File: config.mk
export PLATFORM = sky130hd
export DESIGN_NAME = sms_walk
export DESIGN_NICKNAME = d
export VERILOG_FILES = /design/src/sms_pkg.sv /design/src/sms_walk.sv
export SDC_FILE = /design/constraint.sdc
export NUM_CORES = 1
export LEC_CHECK = 0
export ABC_AREA = 1
export BUFFER_PORTS_ARGS = -buffer_cell sky130_fd_sc_hd__buf_2
export CORE_ASPECT_RATIO = 0.75
export CORE_MARGIN = 1.5
export CORE_UTILIZATION = 50
export CTS_BUF_LIST = sky130_fd_sc_hd__clkbuf_4 sky130_fd_sc_hd__clkbuf_8
export DETAILED_ROUTE_END_ITERATION = 16
export PLACE_DENSITY = 0.79
export SLEW_MARGIN = 20
export SYNTH_ARGS = -nofsm -noshare
export SYNTH_HDL_FRONTEND = slang
export SYNTH_SLANG_ARGS = --single-unit
File: constraint.sdc
create_clock -name clk -period 4.3 [get_ports clk]
set_input_delay 0.43 -clock clk [delete_from_list [all_inputs] [get_ports clk]]
set_output_delay 0.43 -clock clk [all_outputs]
set_load 0.02 [all_outputs]
File: src/sms_pkg.sv
// shared types and constants for the sorted matrix search block
`timescale 1ns / 1ps
package sms_pkg;

  // item kinds
  localparam logic KIND_LOAD   = 1'b0;
  localparam logic KIND_SEARCH = 1'b1;

  // configuration register indexes
  localparam logic REG_ROWS = 1'b0;
  localparam logic REG_COLS = 1'b1;

  // widths fixed by the interface
  localparam int VALUE_W = 32;
  localparam int POS_W   = 4;
  localparam int SIZE_W  = 5;

  localparam logic [SIZE_W-1:0] SIZE_RESET = 5'd16;

  // search request handed to the walker
  typedef struct packed {
    logic                      start;
    logic signed [VALUE_W-1:0] key;
  } search_req_t;

  // one search result
  typedef struct packed {
    logic             found;
    logic [POS_W-1:0] row;
    logic [POS_W-1:0] col;
  } hit_t;

endpackage

File: src/sms_walk.sv
// staircase walker: one memory read and one compare per step, result register
`timescale 1ns / 1ps
module sms_walk #(
  parameter int MAX_ROWS = 16,
  parameter int MAX_COLS = 16
) (
  input  logic                                                  clk,
  input  logic                                                  rst,
  input  sms_pkg::search_req_t                                  req,
  input  logic [sms_pkg::SIZE_W-1:0]                            rows_in_use,
  input  logic [sms_pkg::SIZE_W-1:0]                            cols_in_use,
  output logic                                                  idle,
  output logic                                                  rd_en,
  output logic [(MAX_ROWS*MAX_COLS > 1 ? $clog2(MAX_ROWS*MAX_COLS) : 1)-1:0] rd_addr,
  input  logic [sms_pkg::VALUE_W-1:0]                           rd_data,
  output logic                                                  res_valid,
  input  logic                                                  res_ready,
  output sms_pkg::hit_t                                         res
);
  import sms_pkg::*;

  localparam int DEPTH  = MAX_ROWS * MAX_COLS;
  localparam int AW     = DEPTH > 1 ? $clog2(DEPTH) : 1;
  localparam int NR_MAX = MAX_ROWS < 31 ? MAX_ROWS : 31;
  localparam int NC_MAX = MAX_COLS < 31 ? MAX_COLS : 31;
  localparam int NRW    = $clog2(NR_MAX + 1);
  localparam int NCW    = $clog2(NC_MAX + 1);

  localparam logic [1:0] S_IDLE = 2'd0;
  localparam logic [1:0] S_WALK = 2'd1;
  localparam logic [1:0] S_DONE = 2'd2;

  logic [1:0]                state;
  logic [1:0]                state_next;
  logic [NRW-1:0]            row;
  logic [NRW-1:0]            row_next;
  logic [NCW-1:0]            colp;      // column plus one, zero is left of region
  logic [NCW-1:0]            colp_next;
  logic signed [VALUE_W-1:0] key;
  logic [NRW-1:0]            nr;
  logic [NCW-1:0]            nc;
  logic                      in_region;
  logic                      in_region_next;
  logic                      finish;
  logic                      match;
  logic signed [VALUE_W-1:0] entry;
  hit_t                      hold;

  // clamp the region size to the store
  assign nr = (9'(rows_in_use) > 9'(MAX_ROWS)) ? NRW'(MAX_ROWS) : NRW'(rows_in_use);
  assign nc = (9'(cols_in_use) > 9'(MAX_COLS)) ? NCW'(MAX_COLS) : NCW'(cols_in_use);

  assign entry          = $signed(rd_data);
  assign in_region      = (row < nr) && (colp != '0);
  assign in_region_next = (row_next < nr) && (colp_next != '0);
  assign idle           = (state == S_IDLE);

  // step decision and next read address
  always_comb begin
    row_next   = row;
    colp_next  = colp;
    state_next = state;
    finish     = 1'b0;
    match      = 1'b0;
    rd_en      = 1'b0;
    unique case (state)
      S_IDLE: begin
        if (req.start) begin
          row_next   = '0;
          colp_next  = nc;
          state_next = S_WALK;
          rd_en      = in_region_next;
        end
      end
      S_WALK: begin
        if (!in_region) begin
          finish = 1'b1;
        end else if (key > entry) begin
          row_next = row + NRW'(1);
        end else if (key < entry) begin
          colp_next = colp - NCW'(1);
        end else begin
          finish = 1'b1;
          match  = 1'b1;
        end
        if (finish) begin
          state_next = S_DONE;
        end
        rd_en = !finish && in_region_next;
      end
      S_DONE: begin
        if (!res_valid || res_ready) begin
          state_next = S_IDLE;
        end
      end
      default: state_next = S_IDLE;
    endcase
  end

  assign rd_addr = AW'(AW'(row_next) * AW'(MAX_COLS) + AW'(colp_next) - AW'(1));

  // control state
  always_ff @(posedge clk) begin
    if (rst) begin
      state     <= S_IDLE;
      res_valid <= 1'b0;
    end else begin
      state <= state_next;
      if (state == S_DONE && (!res_valid || res_ready)) begin
        res_valid <= 1'b1;
      end else if (res_ready) begin
        res_valid <= 1'b0;
      end
    end
  end

  // walk position, key and result payload
  always_ff @(posedge clk) begin
    row  <= row_next;
    colp <= colp_next;
    if (state == S_IDLE && req.start) begin
      key <= req.key;
    end
    if (finish) begin
      hold.found <= match;
      hold.row   <= match ? POS_W'(row) : '0;
      hold.col   <= match ? POS_W'(colp - NCW'(1)) : '0;
    end
    if (state == S_DONE && (!res_valid || res_ready)) begin
      res <= hold;
    end
  end

endmodule
Word-level counts from Yosys, hierarchy flattened
Cells that the tools add are included.

Bits in registers: 63. Input bits: 78. Word-level logic and storage cells: 65.

$add $sub $neg: 4. $lt $le $gt $ge: 6. Equal/unequal tests: 5. Muxes and demuxes: 26. Reductions and logical operators: 13.

Operators by type and width (count): two-way mux 5 bit (9); > comparator 32 bit (1); < comparator 32 bit (1); one-hot mux 5 bit (2 select lines) (2); > comparator 5 bit (second input constant) (2); < comparator 5 bit (2); two-way mux 1 bit (10); nonzero test 5 bit (2); adder 8 x 5 -> 8 bit (1); subtractor 8 x 1 -> 8 bit (second input constant) (1); two-way mux 2 bit (3); != test 2 bit (second input constant) (3); one-hot mux 2 bit (3 select lines) (1); adder 5 x 1 -> 5 bit (second input constant) (1); logical AND 1 bit (5); subtractor 5 x 1 -> 5 bit (second input constant) (1); AND reduction 3 bit (1); == test 2 x 1 -> 1 bit (second input constant) (1); == test 2 bit (second input constant) (1); logical NOT 1 bit (2); logical NOT 2 bit (1); one-hot mux 1 bit (2 select lines) (1); nonzero test 2 bit (1); logical OR 1 bit (1).

Longest topological paths before layout
Depth after elaboration: 10. Mapped depth: 34. Depth with buffers taken out: 34.

Worst setup path before layout
No wires, ideal clock.

Path type: input port to output port. Start: input port rows_in_use[0] in the netlist's numbering. End: output port rd_addr[7] in the netlist's numbering. Arrival: 3.931 ns. Data required time: 3.870 ns. Setup slack: -0.061 ns. Stages: 27. Path buffers: 0. Cells stage by stage: o41ai_1 nand2_1 ha_1 nand2_1 inv_1 nand4_1 o211ai_2 nor2_4 nand2_2 inv_2 nand2_1 a21oi_1 o21ai_1 nand2_1 inv_1 ha_1 inv_1 ha_1 a21oi_1 o21ai_0 a21oi_1 inv_1 a21oi_1 inv_1 nand3_1 nand3_1 nand2_1.

Cells in the longest elaborated chain, start to end: 8.

Ends and longest elaborated chain: from (decl) (line sms_walk.sv:10) `input logic [sms_pkg::SIZE_W-1:0] rows_in_use,`; > comparator 5 bit (line sms_walk.sv:50) `assign nr = (9'(rows_in_use) > 9'(MAX_ROWS)) ? NRW'(MAX_ROWS) : NRW'(rows_in_use);`; two-way mux 5 bit * (line sms_walk.sv:50); < comparator 5 bit * (line sms_walk.sv:54) `assign in_region = (row < nr) && (colp != '0);`; logical AND 1 bit * (line sms_walk.sv:54); two-way mux 5 bit * (line sms_walk.sv:76) `if (!in_region) begin`; one-hot mux 5 bit (2 select lines) * (line sms_walk.sv:66) `unique case (state)`; via row_next[0] (line sms_walk.sv:36) `logic [NRW-1:0] row_next;`; adder 8 x 5 -> 8 bit * (line sms_walk.sv:100) `assign rd_addr = AW'(AW'(row_next) * AW'(MAX_COLS) + AW'(colp_next) - AW'(1));`; subtractor 8 x 1 -> 8 bit * (line sms_walk.sv:100); to (decl) (line sms_walk.sv:14) `output logic [(MAX_ROWS*MAX_COLS > 1 ? $clog2(MAX_ROWS*MAX_COLS) : 1)-1:0] rd_addr,`.

Mark *: on every way through the listed nets, which the timed path passes. The rest lies on a longest branch.

Worst setup path in the final report
Ends and elaborated chain as after synthesis.

==> run metrics <==
run status=complete, but fails checks; violated checks=setup timing; Routability Congestion=0.898; DRT Wirelength=8.61 mm; stages on the worst setup path=30; die footprint=8080 um2; nets@finish=670; Skew-Pair Late Insertion Delay=340 ps; Die Span X=103 um; worst-margin pin slew=744 ps; post-synthesis cell type count=36; height of the die=78.2 um; gr ovfl total=0; mapped cell area=3770 um2; Hold Vio Cnt, Final=0; CP max FO=4; residual DRC count=0; Pins Over Slew Limit=0; Syn-to-layout area delta=35.7%; # IOs=98; worst hold path type=input port to register; Synthesis Warnings=0; fmax=0.224 GHz; total number of vias=3136; Vias/cell=4.85; Mean Syn Cell Area=9.29 um2; type of the worst setup path=input port to output port; Psw=1.20 mW; CTS sink count=63; combinational power share=54.1%; crit-path most repeated cell=nand2_1; Worst path slowest cell=o41ai_4; Initial Util=51.5%; # hold bufs at CTS=0; final setup violation count=1; minimum clock period=4460 ps; kind of end point of the critical path=output port; length in cells of the worst reg-to-reg path=14; register share of total power=26.6%; Clk network pwr share=19.3%; Post-synth ARST share=0%; Pwr per Cell Area=587 nW/um2; largest cells by area after synthesis=edfxtp_1 40%, ha_1 17%, inv_1 8.0%, nand2_1 7.7%, dfxtp_1 6.9%; required time worst endpoint=3870 ps; Yosys top cell area share=39.8%; final worst-path cycle share=104%; Hold Path Depth=1; Static Leak=2.48 nW; Data arrival, critical path=4030 ps; nature of the critical path startpoint=input port; Gate Count Post-Synth=406; Post-Route Skew=8.50 ps; maxcap violations=0; area leader, netlist=edfxtp_1; design area=5120 um2; PortBufs=97; register area share after synthesis=46.7%; number of synthesized flops with an enable pin=50; std cell rows=27; TritonCTS clock tree=yes; switching part of the total power=40.0%; post-route ant nets=0; iteration-0 DRC count of the detailed router=163; Power Total=3.00 mW; GRT Overall Usage=22.1%; top cells by count, synth=80 x inv_1, 77 x nand2_1, 51 x ha_1; count leader, synth=inv_1; first-pass GRT wire length=13.7 mm; Reg clk slew, reported paths=70 ps; antenna cells=0; RSZ-0062 raised after global routing=true; H-tree depth=3; final worst setup slack=-164 ps; Syn Nets=536; Num CTS Buffers=9; vias in the first global route=3071; maximum root-to-sink buffer count=2; VDD IR max=0.903 mV; CP top delay family=compound AO/OA/AOI/OAI gates; number of detailed-route iterations in the first pass=4; core area=7330 um2; share of cells above drive strength 1=37.8%; Primary FF master, synth=edfxtp_1; largest net degree at the start of global routing=23; DP Wirelength=6.48 mm; DR WL/cell=13.3 um; #FFs+latches synth=63; P_int=1.80 mW; number of buffers and inverters on the critical path=8; DP Area=4520 um2; clock root buffer=clkbuf_8; Worst slew margin=50.2%; crit-path max cell delay=370 ps; antenna violations before repair=0
==> worst paths after layout <==
| kind | from | endpoint | slack (ps) |
|---|---|---|---|
| setup / recovery | rows_in_use[0] | rd_addr[7] | -160 |
| hold / removal | req[2] | key[2] | 260 |
| setup reg to reg | key[21] | hold[5] | 1570 |
| hold reg to reg | hold[7] | res[7] | 420 |
==> sequential cells by signal, indices dropped and copies added (netlist names) <==
name / count
row: 5
colp: 5
res_valid: 1
state: 2
hold: 9
key: 32
res: 9
==> through the flow <==
step | util, % | instances | worst slack, ps | TNS, ps | hold slack (ps)
floorplan | - | 406 | 41.6 | 0 | 400
global placement | 61.6 | 620 | -88.3 | -88.3 | 404
detailed placement | 61.6 | 620 | -301 | -470 | 405
CTS | 66.2 | 639 | -70.9 | -115 | 237
global route | 69.8 | 646 | -362 | -668 | 230
finish | 69.8 | 646 | -164 | -164 | 259
==> worst reg2reg max path, cell delays in order, from the launching register on <==
cell and delay [ps]:
edfxtp_1 420, ha_4 310, nand2_4 60, nor2_4 110, nand4_1 160, nor2_4 170
nand2_2 90, nand2_2 70, nand2_2 60, nand2_4 90, inv_4 60, nand2_8 80
buf_4 100, nand2_2 40, nor2_1 560
==> cells by family (layout without fill, tap and decap cells) <==
logic type / after synthesis / in the layout / share of synthesized area (%)
simple gates: 145 / 145 / 17.2
buf+inv: 88 / 227 / 8.89
flops: 63 / 63 / 46.7
fa+ha+maj: 52 / 52 / 17.4
compound gates: 52 / 52 / 8.33
xor+xnor: 6 / 6 / 1.39
==> routing by layer <==
metal / routed length, um / up-vias / track usage (%)
met5: 0 / - / 0
met4: 97 / 0 / 6.76
met3: 435 / 8 / 6.14
met2: 4100 / 101 / 36.0
met1: 3980 / 1414 / 28.6
li1: - / 1613 / -
==> power groups by stage <==
stage               Combinational, mW  Clock [mW]  Sequential (mW)
floorplan                       0.853           0            0.799
global placement                 1.26           0            0.803
detailed placement               1.29           0            0.808
CTS                              1.43       0.594            0.794
global route                     1.78       0.628            0.806
finish                           1.62       0.579            0.797
==> cell usage in the layout, fill, tap and decap left out, types with 5 or more instances in the layout <==
| cell type | Yosys | layout |
|---|---|---|
| buf_2 | 0 | 91 |
| inv_1 | 80 | 77 |
| nand2_1 | 77 | 67 |
| edfxtp_1 | 50 | 50 |
| ha_1 | 51 | 42 |
| nor2_1 | 32 | 29 |
| buf_4 | 0 | 28 |
| a21oi_1 | 25 | 17 |
| nand2_2 | 5 | 13 |
| dfxtp_1 | 13 | 13 |
| nand3_1 | 14 | 10 |
| ha_4 | 0 | 9 |
| clkbuf_8 | 0 | 9 |
| a21oi_2 | 2 | 8 |
| o21ai_0 | 9 | 6 |
| nand3_2 | 2 | 6 |
| inv_2 | 4 | 6 |
| o211ai_1 | 6 | 6 |
| nand4_1 | 5 | 5 |
==> final cells by class <==
| cell class | count | area [um2] |
|---|---|---|
| fillers | 557 | 2210 |
| multi-input cells | 255 | 1950 |
| flip-flops and latches | 63 | 1760 |
| repair buffers | 124 | 726 |
| inverters | 87 | 334 |
| well taps | 101 | 126 |
| clock buffers | 9 | 124 |
| clock inverters | 7 | 100 |
==> repair_timing <==
action,in CTS,in global routing
pin swaps,22,36
setup endpoints to repair,4,6
resized for setup,21,45
buffers inserted,3,7
(Power assumes the default switching activity.)
